`config.mk`:
```
export PLATFORM = sky130hd
export DESIGN_NAME = soau_regfile
export DESIGN_NICKNAME = d
export VERILOG_FILES = /design/src/design/soau_pkg.sv /design/src/design/soau_regfile.sv
export SDC_FILE = /design/constraint.sdc
export NUM_CORES = 1
export LEC_CHECK = 0
export BUFFER_PORTS_ARGS = -buffer_cell sky130_fd_sc_hd__clkbuf_2
export CAP_MARGIN = 20
export CELL_PAD_IN_SITES_DETAIL_PLACEMENT = 0
export CELL_PAD_IN_SITES_GLOBAL_PLACEMENT = 1
export CORE_AREA = 2 2 292 294
export DETAILED_ROUTE_END_ITERATION = 16
export DIE_AREA = 0 0 294 296
export PLACE_DENSITY_LB_ADDON = 0.1
export SLEW_MARGIN = 30
export SYNTH_ARGS = -nofsm -noshare
export SYNTH_HDL_FRONTEND = slang
export SYNTH_SLANG_ARGS = --single-unit
```
`constraint.sdc`:
```
create_clock -name clock -period 4.1 [get_ports clock]
set_input_delay 0.82 -clock clock [delete_from_list [all_inputs] [get_ports clock]]
set_output_delay 0.82 -clock clock [all_outputs]
set_load 0.03 [all_outputs]
```
`src/design/soau_pkg.sv`:
```
// soau_pkg: shared types and constants of the segmented operand access unit
// used by the register file, the top level and the port checker
`default_nettype none

package soau_pkg;

   // default parameter values
   localparam int DEF_NUM_SEGMENTS = 8;
   localparam int DEF_NUM_REGS     = 32;
   localparam int DEF_MEM_BYTES    = 65536;
   localparam int DEF_ACCESS_BYTES = 4;

   // fixed field widths
   localparam int WORD_BYTES  = 4;
   localparam int REG_IDX_W   = 5;
   localparam int CSR_INDEX_W = 4;
   localparam int CNT_W       = 3;
   // reciprocal of the smallest memory size (256) needs 25 bits
   localparam int RECIP_W     = 25;
   localparam int PROD_W      = 16 + RECIP_W;

   // operand kinds in bits 31..24 of the operand word
   localparam logic [7:0] KIND_REG = 8'd1;
   localparam logic [7:0] KIND_IMM = 8'd2;
   localparam logic [7:0] KIND_MEM = 8'd3;

   // transaction direction
   localparam logic MODE_WRITE = 1'b1;

   // dedicated registers of a memory access
   localparam logic [REG_IDX_W-1:0] REG_LAR = 5'd4;
   localparam logic [REG_IDX_W-1:0] REG_MAR = 5'd5;
   localparam logic [REG_IDX_W-1:0] REG_MBR = 5'd6;

   // register file write port
   typedef struct packed {
      logic                 en;
      logic [REG_IDX_W-1:0] index;
      logic [31:0]          data;
   } rf_write_type;

endpackage

`default_nettype wire

```
`src/design/soau_regfile.sv`:
```
// soau_regfile: general register file, one read port and one write port
// depends on soau_pkg for the write port struct
`default_nettype none

module soau_regfile
   import soau_pkg::*;
#(
   parameter int NUM_REGS = DEF_NUM_REGS
) (
   input  wire logic                 clock,
   input  wire logic                 reset,
   input  wire logic [REG_IDX_W-1:0] rd_index,
   output logic      [31:0]          rd_data,
   input  wire rf_write_type         wr
);

   localparam int IDX_W = $clog2(NUM_REGS);

   logic [31:0] regs_ff [NUM_REGS];
   logic        rd_in_range;
   logic        wr_in_range;

   // indexes past the implemented registers read zero and drop writes
   assign rd_in_range = {1'b0, rd_index} < (REG_IDX_W + 1)'(NUM_REGS);
   assign wr_in_range = {1'b0, wr.index} < (REG_IDX_W + 1)'(NUM_REGS);
   assign rd_data     = rd_in_range ? regs_ff[rd_index[IDX_W-1:0]] : 32'd0;

   // register storage
   always_ff @(posedge clock) begin
      if (reset) begin
         for (int i = 0; i < NUM_REGS; i++) begin
            regs_ff[i] <= 32'd0;
         end
      end else if (wr.en && wr_in_range) begin
         regs_ff[wr.index[IDX_W-1:0]] <= wr.data;
      end
   end

endmodule

`default_nettype wire

```
Word level (Yosys, flattened, before mapping). Memories as Yosys holds them, arrays and structs flattened. Index checks and enable logic that the tools add are counted. W data, S select, Z words.

Flip-flop bits (word level): 0. RAM bits: 1024. Input bits: 45. Output and inout bits: 32. Word-level logic and storage cells: 10. Memories: 1.

Mux-type cells: 8. Reduce and logical (&&, ||, !) cells: 1.

Memories: regs_ff (words 32, bits a word 32, read ports 1, clocked after memory_dff 0, wr ports 32, RTL line soau_regfile.sv:19) `logic [31:0] regs_ff [NUM_REGS];`.

Operators with widths (count): $mux W32 (1); $reduce_or A32 Y1 (1); $mux W1 (6); $mux W5 (1).

Depth between registers and ports, before layout. Gate-level depths: netlist of run 1.

Depth after elaboration: 5. Gate-level depth with buffers: 8. Depth with buffers taken out: 5.

Worst setup path after synthesis of run 1. OpenSTA, ideal clock, no wires.

Path type: input port to output port. Start: input port rd_index[1]. End: output port rd_data[25]. Data arrival time: 2.130 ns. Required time: 3.280 ns. Slack: 1.150 ns. Cell stages on the path: 8. Buffers on the path: 4. Cells stage by stage: buf_2 -> buf_6 -> buf_6 -> buf_6 -> mux2i_1 -> a22oi_1 -> a31oi_1 -> nand3_1.

Cells in the longest elaborated chain, start to end: 1.

RTL lines: start, declared (RTL line soau_regfile.sv:12) `input wire logic [REG_IDX_W-1:0] rd_index,`; $mem_v2 Z32 W32; end, declared (RTL line soau_regfile.sv:13) `output logic [31:0] rd_data,`.

No other way between the ends.

Worst setup path after layout of run 1.
Start: input port rd_index[2]. End: output port rd_data[2].

Same word-level chain as after synthesis.

==> summary.txt, run 1 <==
Post-synthesis register bit count: 1,024
Worst vdd ir: 0.0003157 V
Final antenna-violating net count: 0
Main combinational cell family by area after synthesis: simple AND/OR/NAND/NOR gates
Hold wc startpoint: wr[7]
Min Hold Slack: 0.8875 ns
Largest Register: regs_ff
Clk slew on worst S/H paths: 0.06 ns
Post-synthesis sequential area ratio: 64.67%
Final cycle utilization of the critical path: 94.93%
Pins over their slew limit: 0
Height of the die: 296 um
Fmax: 0.2569 GHz
Routed met3 length: 7.064 mm
Largest stage delay, worst path: 0.67 ns
Max Used Layer: met4
Mapped Area: 0.04755 mm2
Initial Util: 56.46%
Met2 Wirelength: 59.21 mm
DRT Wirelength: 121.4 mm
Synth top area share: 64.67%
Initial antenna violation count: 4
Final Hold Fails: 0
Req. time, crit path: 3.28 ns
Cell row count: 107
CP Max Fanout: 15
Residual DRC: 0
Post-route cell area: 0.05214 mm2
Setup total negative slack: 0 ns
Synthesized net count: 3,527
Number of port buffers: 76
Critical path's top delay family: simple AND/OR/NAND/NOR gates
Mapped Cells: 3,482
# setup viols final: 0
Num Clock Sinks: 1,024
Placed wire-length estimate: 73.00 mm
Core Box Area: 0.08421 mm2
Global route overflow: 0
TritonCTS clock tree: built
Largest area contributor in the netlist: edfxtp_1
Nets: 3,514
Overall routing resource usage: 28.11%
Multiplexer share of the synthesized area: 10.78%
Leak: 0.01973 uW
Max reg flops: 1,024
Area contributors post-synth: edfxtp_1 (65%), and2_1 (13%), mux2i_1 (11%)
Worst Hold Path EP: regs_ff[4][7]
Area growth, synth to finish: 9.663%
Clock Tree Buf Depth: 3
Vias per inst: 5.922
Most frequent cells in the layout: and2_1 (1,024), edfxtp_1 (1,024), mux2i_1 (512)
Post-synthesis compound-gate area fraction: 4.126%
First-pass GRT wire length: 180.8 mm
Max-Cap Viols: 0
Power Density: 438.2 mW/mm2
Largest regs: regs_ff: 1024 flops
Post-route minimum period: 3.892 ns
Global placer's final weighted congestion: 0.8318
RSZ-0062 raised after global routing: false
Die width: 294 um
Unique masters post-synth: 31
IO Count: 77
CP Capture Type: primary output
Status: completed
Initial DRC count: 2,365
Adder-cell share of the synthesized area: 0%
Drt first pass iters: 5
CP Cell Sequence: clkbuf_2 -> nor2b_4 -> buf_4 -> a22oi_1 -> a31oi_1 -> nand3_1 -> clkbuf_2
Critical path buffer and inverter count: 3
Slowest cell on crit path: nor2b_4
Slew headroom: 45.80%
Post-synthesis xor/xnor area fraction: 0%
Synth Area in Simple Gates: 16.84%
Total die area: 0.08702 mm2
CTS Hold Bufs: 0
Postcts setup bufs: 0
Per-cell routed wire length: 26.10 um
Clk root buf: clkbuf_16
Crit Path Class: in -> out
Via count: 27,538
CP Launch Type: input pin
Worst-margin pin slew: 0.8130 ns
Share of layout cells above drive strength 1: 11.54%
Worst min path class: in -> reg
Pin count of the biggest net entering global routing: 81
Cell repeated most along the worst path: clkbuf_2
Inserted Clock Buffers: 106
Vias in the first global route: 28,043
Crit path DAT: 3.07 ns
Htree depth: 3
Syn. warnings: 0
Avg Inst Size Synth: 13.66 um2
Placement-stage cell area: 0.04903 mm2
WHS Path Cells: 2
Met1 WL: 52.68 mm
PostCTS Resize Cnt: 0
-- power by group --
part	total [uW]	switching, uW	internal (uW)
registers	12200	155	12100
clock network	8790	3920	4860
logic	1840	1260	582
-- stage by stage --
stage	power (uW)	std cells	worst slack, ns	utilization [%]
6_report	22850	4650	0.2080	61.92
5_1_grt	23500	4648	0.08769	61.91
4_1_cts	22960	4644	0.2483	61.90
3_5_place_dp	14280	4451	0.2427	58.22
3_3_place_gp	14230	4451	0.2337	58.22
2_1_floorplan	13540	3482	1.150	-
-- logic make-up after synthesis --
| logic type | after synthesis |
|---|---|
| simple gates | 1336 |
| mux | 512 |
| flops | 1024 |
| compound gates | 288 |
| buf+inv | 322 |
-- worst max-delay path by stage --
| stage | startpoint | end | slack [ns] | cells past startpoint |
|---|---|---|---|---|
| 2_1_floorplan | rd_index[1] | rd_data[25] | 1.15 | 8 |
| 3_3_place_gp | rd_index[2] | rd_data[5] | 0.23 | 8 |
| 3_5_place_dp | rd_index[2] | rd_data[5] | 0.24 | 8 |
| 4_1_cts | rd_index[2] | rd_data[5] | 0.25 | 8 |
| 5_1_grt | rd_index[2] | rd_data[5] | 0.09 | 8 |
| 6_report | rd_index[2] | rd_data[2] | 0.21 | 7 |
-- area by class of cell --
cell class | count | area [um2]
clock buffers | 136 | 2765
well taps | 1090 | 1364
clock inverters | 57 | 331.6
diodes | 6 | 15.01
repair buffers | 201 | 1754
flip-flops and latches | 1024 | 30750
fillers | 6323 | 32070
multi-input cells | 2136 | 15160
-- metal layers --
| layer | vias to the layer above | GRT usage [%] |
|---|---|---|
| li1 | 12445 | - |
| met1 | 14072 | 39.26 |
| met2 | 851 | 46.53 |
| met3 | 170 | 4.122 |
| met4 | 0 | 7.342 |
| met5 | - | 0 |
-- cells in the mapped netlist --
cell and n:
nor2_8 4, nand3b_1 3, nor2_4 4, nand2_1 98, buf_6 40, buf_1 10
edfxtp_1 1024, nor3_1 32, nand2b_1 3, a31oi_1 32, a22o_1 64, nor2_2 6
nand2_2 1, and2_1 1025, or2_2 33, nand3b_2 1, nor2_1 21, or3_4 2
nand3_1 97, nor2b_1 3, clkbuf_2 27, buf_8 1, a22oi_1 96, clkbuf_4 2
a21oi_1 96, or3b_4 2, clkbuf_1 177, nand3_2 1, mux2i_1 512, buf_4 25
buf_2 40
No activity file was read; power rests on OpenSTA's default activity.
==> run 2: changes to the inputs <==
Settings changed: CORE_AREA 2 2 292 294 to 5 5 295 297, DIE_AREA 0 0 294 296 to 0 0 300 302, HOLD_SLACK_MARGIN set to 0.05, MAX_ROUTING_LAYER set to met4.
==> run 2 against run 1 <==
Sequential power about the same. Worst hold slack better by 0.0039 ns. Clock-buffer cell count down 15. Fmax up 1.8%. Final cell count up 0.15%. Via count up 0.54%. Critical path type unchanged.
==> summary.txt, run 2 (synthesis results as in run 1) <==
Final antenna-violating net count: 0 (unchanged)
Initial Util: 56.37% (was 56.46%)
Residual DRC: 0 (unchanged)
Most frequent cells in the layout: and2_1 (1,024), edfxtp_1 (1,024), mux2i_1 (512) (unchanged)
Postcts setup bufs: 0 (unchanged)
Largest Register: regs_ff (unchanged)
Htree depth: 3 (unchanged)
Setup total negative slack: 0 ns (unchanged)
FILL cells: 6,307 (was 6,323)
Slew headroom: 34.20% (was 45.80%)
Via count: 27,688 (was 27,538)
Power, Total: 23,730 uW (was 22,850 uW)
Req. time, crit path: 3.28 ns (about the same)
CTS Hold Bufs: 0 (unchanged)
Cell row count: 107 (unchanged)
CP Launch Type: input pin (unchanged)
RSZ-0062 raised after global routing: false (unchanged)
Worst vdd ir: 0.0003807 V (was 0.0003157 V)
TritonCTS clock tree: built (unchanged)
Clk slew on worst S/H paths: 0.06 ns (about the same)
IO Count: 77 (unchanged)
Pin count of the biggest net entering global routing: 75 (was 81)
Number of port buffers: 76 (unchanged)
Placement-stage cell area: 0.04918 mm2 (was 0.04903 mm2)
Crit Path Class: in -> out (unchanged)
Largest regs: regs_ff: 1024 flops (unchanged)
Pins over their slew limit: 0 (unchanged)
Height of the die: 302 um (was 296 um)
Core Box Area: 0.08434 mm2 (was 0.08421 mm2)
Total die area: 0.09060 mm2 (was 0.08702 mm2)
Met2 Wirelength: 61.16 mm (was 59.21 mm)
Per-cell routed wire length: 26.96 um (was 26.10 um)
Final Hold Fails: 0 (unchanged)
Inserted Clock Buffers: 106 (unchanged)
Post-route cell area: 0.05268 mm2 (was 0.05214 mm2)
Post-route minimum period: 3.823 ns (was 3.892 ns)
Vias in the first global route: 28,488 (was 28,043)
Die width: 300 um (was 294 um)
Fmax: 0.2616 GHz (was 0.2569 GHz)
Multi-input gate area: 0.01516 mm2 (unchanged)
Clk root buf: clkbuf_16 (unchanged)
Crit path DAT: 3.00 ns (was 3.07 ns)
Global placer's final weighted congestion: 0.8477 (was 0.8318)
Clock Tree Buf Depth: 3 (unchanged)
Initial DRC count: 2,410 (was 2,365)
Routed met3 length: 9.960 mm (was 7.064 mm)
Num Clock Sinks: 1,024 (unchanged)
Max-Cap Viols: 0 (unchanged)
# setup viols final: 0 (unchanged)
Final cycle utilization of the critical path: 93.25% (was 94.93%)
Global route overflow: 0 (unchanged)
Reg area: 0.03075 mm2 (unchanged)
First-pass GRT wire length: 183.6 mm (was 180.8 mm)
Placed wire-length estimate: 72.73 mm (was 73.00 mm)
Initial antenna violation count: 12 (was 4)
Max reg flops: 1,024 (unchanged)
Share of layout cells above drive strength 1: 12.24% (was 11.54%)
Power Density: 450.6 mW/mm2 (was 438.2 mW/mm2)
Met1 WL: 51.45 mm (was 52.68 mm)
CP Capture Type: primary output (unchanged)
PostCTS Resize Cnt: 0 (unchanged)
CP Max Fanout: 25 (was 15)
Worst min path class: in -> reg (unchanged)
Nets: 3,514 (unchanged)
Placed insts: 4,451 (unchanged)
Status: completed (unchanged)
Leak: 0.02000 uW (was 0.01973 uW)
DRT Wirelength: 125.5 mm (was 121.4 mm)
Vias per inst: 5.945 (was 5.922)
Worst-margin pin slew: 0.9870 ns (was 0.8130 ns)
Drt first pass iters: 7 (was 5)
Fin cells: 4,657 (was 4,650)
Area growth, synth to finish: 10.78% (was 9.663%)
Overall routing resource usage: 28.25% (was 28.11%)
Max Used Layer: met4 (unchanged)
## run 2: cell count changes in the layout (fill, tap and decap cells not counted), sizes merged
cell | before | now
bufinv | 2 | 13
clkbuf | 211 | 196
clkinv | 49 | 60
clkinvlp | 0 | 2
inv | 6 | 4
## run 2: power by group
part / total (uW) / switching (uW) / internal (uW)
combinational: 1880 / 1280 / 597
clock: 9640 / 4010 / 5630
sequential: 12200 / 154 / 12100
## run 2: path summary, 6_finish.rpt
| kind | start | end | slack, ns | depth (start not counted) |
|---|---|---|---|---|
| worst min-delay path | wr[1] | regs_ff[7][1] | 0.89 | 2 |
| worst max-delay path | rd_index[1] | rd_data[10] | 0.28 | 8 |
## run 2: through the flow
step | util [%] | setup slack (ns) | hold slack [ns]
global placement | 58.31 | 0.3492 | 1.516
finish | 62.45 | 0.2769 | 0.8914
global route | 62.45 | 0.2090 | 0.9237
detailed placement | 58.31 | 0.3563 | 1.540
CTS | 62.44 | 0.3439 | 0.8463
floorplan | - | 1.150 | 1.018
## run 2: area by class of cell
cell class / instances / area share, %
Clock inverter: 79 / 1.382
Clock buffer: 121 / 5.223
Sequential cell: 1024 / 58.38
Timing Repair Buffer: 201 / 3.615
Antenna cell: 6 / 0.02850
Tap cell: 1090 / 2.589
Multi-Input combinational cell: 2136 / 28.79
## run 2: worst max-delay path, cell delays in order
cell and delay (ns):
buf_8 0.25, buf_12 0.27, buf_12 0.23, mux2i_1 0.22, a22oi_1 0.10, a31oi_1 0.58
nand3_1 0.24, clkbuf_2 0.25
## run 2: routing by layer
layer,GRT usage (%),up-vias
li1,-,12456
met1,37.17,14025
met5,-,-
met4,7.809,0
met2,45.80,1012
met3,5.325,195
==> run 3: changes to the inputs <==
Settings changed: ABC_AREA set to 1, CORE_AREA 5 5 295 297 to 5 5 300 302, DIE_AREA 0 0 300 302 to 0 0 305 307.
==> run 3 against run 2 <==
Synthesized cell count up 38%. Via count up 24%. Largest power group unchanged. Non-clock buffer count up 31. Combinational power up 17%. Sequential share of layout area up 1.4 points. Clock power down 3.0%. Highest routed layer unchanged. Sequential power about the same.
==> summary.txt, run 3 <==
Height of the die: 307 um (was 302 um)
CP Capture Type: primary output (unchanged)
Area contributors post-synth: edfxtp_1 (66%), nand2_1 (12%), nand3_1 (8.2%) (was edfxtp_1 (65%), and2_1 (13%), mux2i_1 (11%))
Slowest cell on crit path: buf_12 (was a31oi_1)
Core Box Area: 0.08742 mm2 (was 0.08434 mm2)
Overall routing resource usage: 31.12% (was 28.25%)
Largest regs: regs_ff: 1024 flops (unchanged)
Worst min path class: in -> reg (unchanged)
Critical path buffer and inverter count: 5 (was 4)
TritonCTS clock tree: built (unchanged)
Inserted Clock Buffers: 108 (was 106)
Initial antenna violation count: 3 (was 12)
Postcts setup bufs: 0 (unchanged)
CP Launch Type: input pin (unchanged)
Num Clock Sinks: 1,024 (unchanged)
Fmax: 0.2768 GHz (was 0.2616 GHz)
Power Density: 461.5 mW/mm2 (was 450.6 mW/mm2)
Residual DRC: 0 (unchanged)
Nets: 4,763 (was 3,514)
Final cycle utilization of the critical path: 88.13% (was 93.25%)
Die width: 305 um (was 300 um)
Final Hold Fails: 0 (unchanged)
Initial Util: 53.37% (was 56.37%)
Initial DRC count: 3,933 (was 2,410)
Via count: 34,344 (was 27,688)
Leak: 0.02056 uW (was 0.02000 uW)
Status: completed (unchanged)
Largest area contributor in the netlist: edfxtp_1 (unchanged)
Total die area: 0.09364 mm2 (was 0.09060 mm2)
Largest stage delay, worst path: 0.31 ns (was 0.58 ns)
IO Count: 77 (unchanged)
Mapped Area: 0.04666 mm2 (was 0.04755 mm2)
Post-synth EDFFs: 1,024 (unchanged)
Worst-margin pin slew: 1.008 ns (was 0.9870 ns)
Cell repeated most along the worst path: nand2_1 (was buf_12)
Syn. warnings: 0 (unchanged)
Synthesized net count: 4,834 (was 3,527)
Number of port buffers: 76 (unchanged)
Slew headroom: 32.38% (was 34.20%)
Cell row count: 109 (was 107)
Post-synth ARST share: 0% (unchanged)
Pins over their slew limit: 0 (unchanged)
Area growth, synth to finish: 10.32% (was 10.78%)
Avg Inst Size Synth: 9.743 um2 (was 13.66 um2)
Top FF cell, synth: edfxtp_1 (unchanged)
Crit Path Class: in -> out (unchanged)
Final core utilization: 58.88% (was 62.45%)
Per-cell routed wire length: 24.09 um (was 26.96 um)
Post-synthesis sequential area ratio: 65.90% (was 64.67%)
Unique masters post-synth: 13 (was 31)
Global placer's final weighted congestion: 0.8199 (was 0.8477)
Final antenna-violating net count: 0 (unchanged)
Critical path's top delay family: buffers and inverters (unchanged)
PostCTS Resize Cnt: 0 (unchanged)
Synth top area share: 65.90% (was 64.67%)
Clk slew on worst S/H paths: 0.05 ns (was 0.06 ns)
# setup viols final: 0 (unchanged)
Max-Cap Viols: 0 (unchanged)
Placed wire-length estimate: 78.86 mm (was 72.73 mm)
Most frequent cells in the layout: nand2_1 (1,473), nor2_1 (1,024), edfxtp_1 (1,024) (was and2_1 (1,024), edfxtp_1 (1,024), mux2i_1 (512))
CP Cell Sequence: buf_8 -> inv_8 -> buf_12 -> buf_12 -> nand2_1 -> nand3_1 -> nand3_1 -> nand2_1 -> nand2_1 -> nand2_1 -> nand2_1 -> nand2_1 -> clkbuf_2 (was buf_8 -> buf_12 -> buf_12 -> mux2i_1 -> a22oi_1 -> a31oi_1 -> nand3_1 -> clkbuf_2)
Pin count of the biggest net entering global routing: 102 (was 75)
CP Max Fanout: 61 (was 25)
RSZ-0062 raised after global routing: false (unchanged)
First-pass GRT wire length: 212.7 mm (was 183.6 mm)
Post-route minimum period: 3.613 ns (was 3.823 ns)
Commonest non-fill, non-tap cell in the layout: nand2_1
Synth cell count leaders: nand2_1 (1,505), edfxtp_1 (1,024), nor2_1 (1,024), nand3_1 (768), clkbuf_1 (161) (was and2_1 (1,025), edfxtp_1 (1,024), mux2i_1 (512), clkbuf_1 (177), nand2_1 (98))
Htree depth: 3 (unchanged)
Mapped Cells: 4,789 (was 3,482)
Clock Tree Buf Depth: 3 (unchanged)
Drt first pass iters: 8 (was 7)
Setup total negative slack: 0 ns (unchanged)
Post-synthesis register bit count: 1,024 (unchanged)
Global route overflow: 0 (unchanged)
Crit path DAT: 2.79 ns (was 3.00 ns)
Vias per inst: 5.747 (was 5.945)
Vias in the first global route: 32,821 (was 28,488)
DRT Wirelength: 143.9 mm (was 125.5 mm)
Req. time, crit path: 3.28 ns (about the same)
Worst vdd ir: 0.0003651 V (was 0.0003807 V)
Most frequent cell after synthesis: nand2_1 (was and2_1)
CTS Hold Bufs: 0 (unchanged)
Largest Register: regs_ff (unchanged)
Max reg flops: 1,024 (unchanged)
Share of layout cells above drive strength 1: 8.839% (was 12.24%)
Clk root buf: clkbuf_16 (unchanged)
## run 3: cell types whose count changed in the layout (fill, tap and decap cells not counted), sizes merged, moves of 512 or more
cell,before,now
nand2,99,1505
and2,1025,0
nor2,35,1024
nand3,98,768
mux2i,512,0
## run 3: kinds of logic (layout without fill, tap and decap cells)
family        count (synthesis)  count (layout)  share of synthesized area (%)
simple gates               3309            3309                          28.81
buf+inv                     456             475                          5.291
other cells                   0               3                              0
flops                      1024            1024                          65.90
## run 3: final timing paths
| kind | from | end | slack (ns) | cells after the start |
|---|---|---|---|---|
| setup / recovery | rd_index[0] | rd_data[19] | 0.49 | 13 |
| hold / removal | wr[17] | regs_ff[3][17] | 0.74 | 3 |
## run 3: area by class of cell
class / instances / area, um2
diodes: 3 / 7.507
clock inverters: 61 / 414.1
repair buffers: 232 / 2218
flip-flops and latches: 1024 / 30750
multi-input cells: 3309 / 13520
clock buffers: 139 / 2925
fillers: 7523 / 35940
inverters: 43 / 181.4
well taps: 1165 / 1458
## run 3: power breakdown
part | switching [uW] | internal (uW) | leakage [uW] | total (uW)
Sequential | 141 | 12100 | 0.00974 | 12200
Clock | 4030 | 5320 | 0.00163 | 9350
Combinational | 1640 | 561 | 0.00919 | 2200
Total | 5820 | 17900 | 0.0206 | 23800
## run 3: metrics by stage
step                hold WS, ns  std cells  setup WS (ns)  power, uW  instance area, um2
finish                   0.7437       5976         0.4867      23760               51480
global route             0.7601       5976         0.3907      24520               51480
global placement          1.429       5773         0.5503      14580               48130
floorplan                 1.071       4789          1.252      13710               46660
CTS                      0.7149       5973         0.5517      23840               51470
detailed placement        1.433       5773         0.5544      14610               48130
## run 3: per-layer routing
metal	track usage, %	part of all wire [%]	vias to the layer above
li1	-	-	15742
met1	42.93	41	16723
met2	48.68	47	1634
met3	5.076	9.4	245
met4	8.846	2.7	0
met5	-	0	-
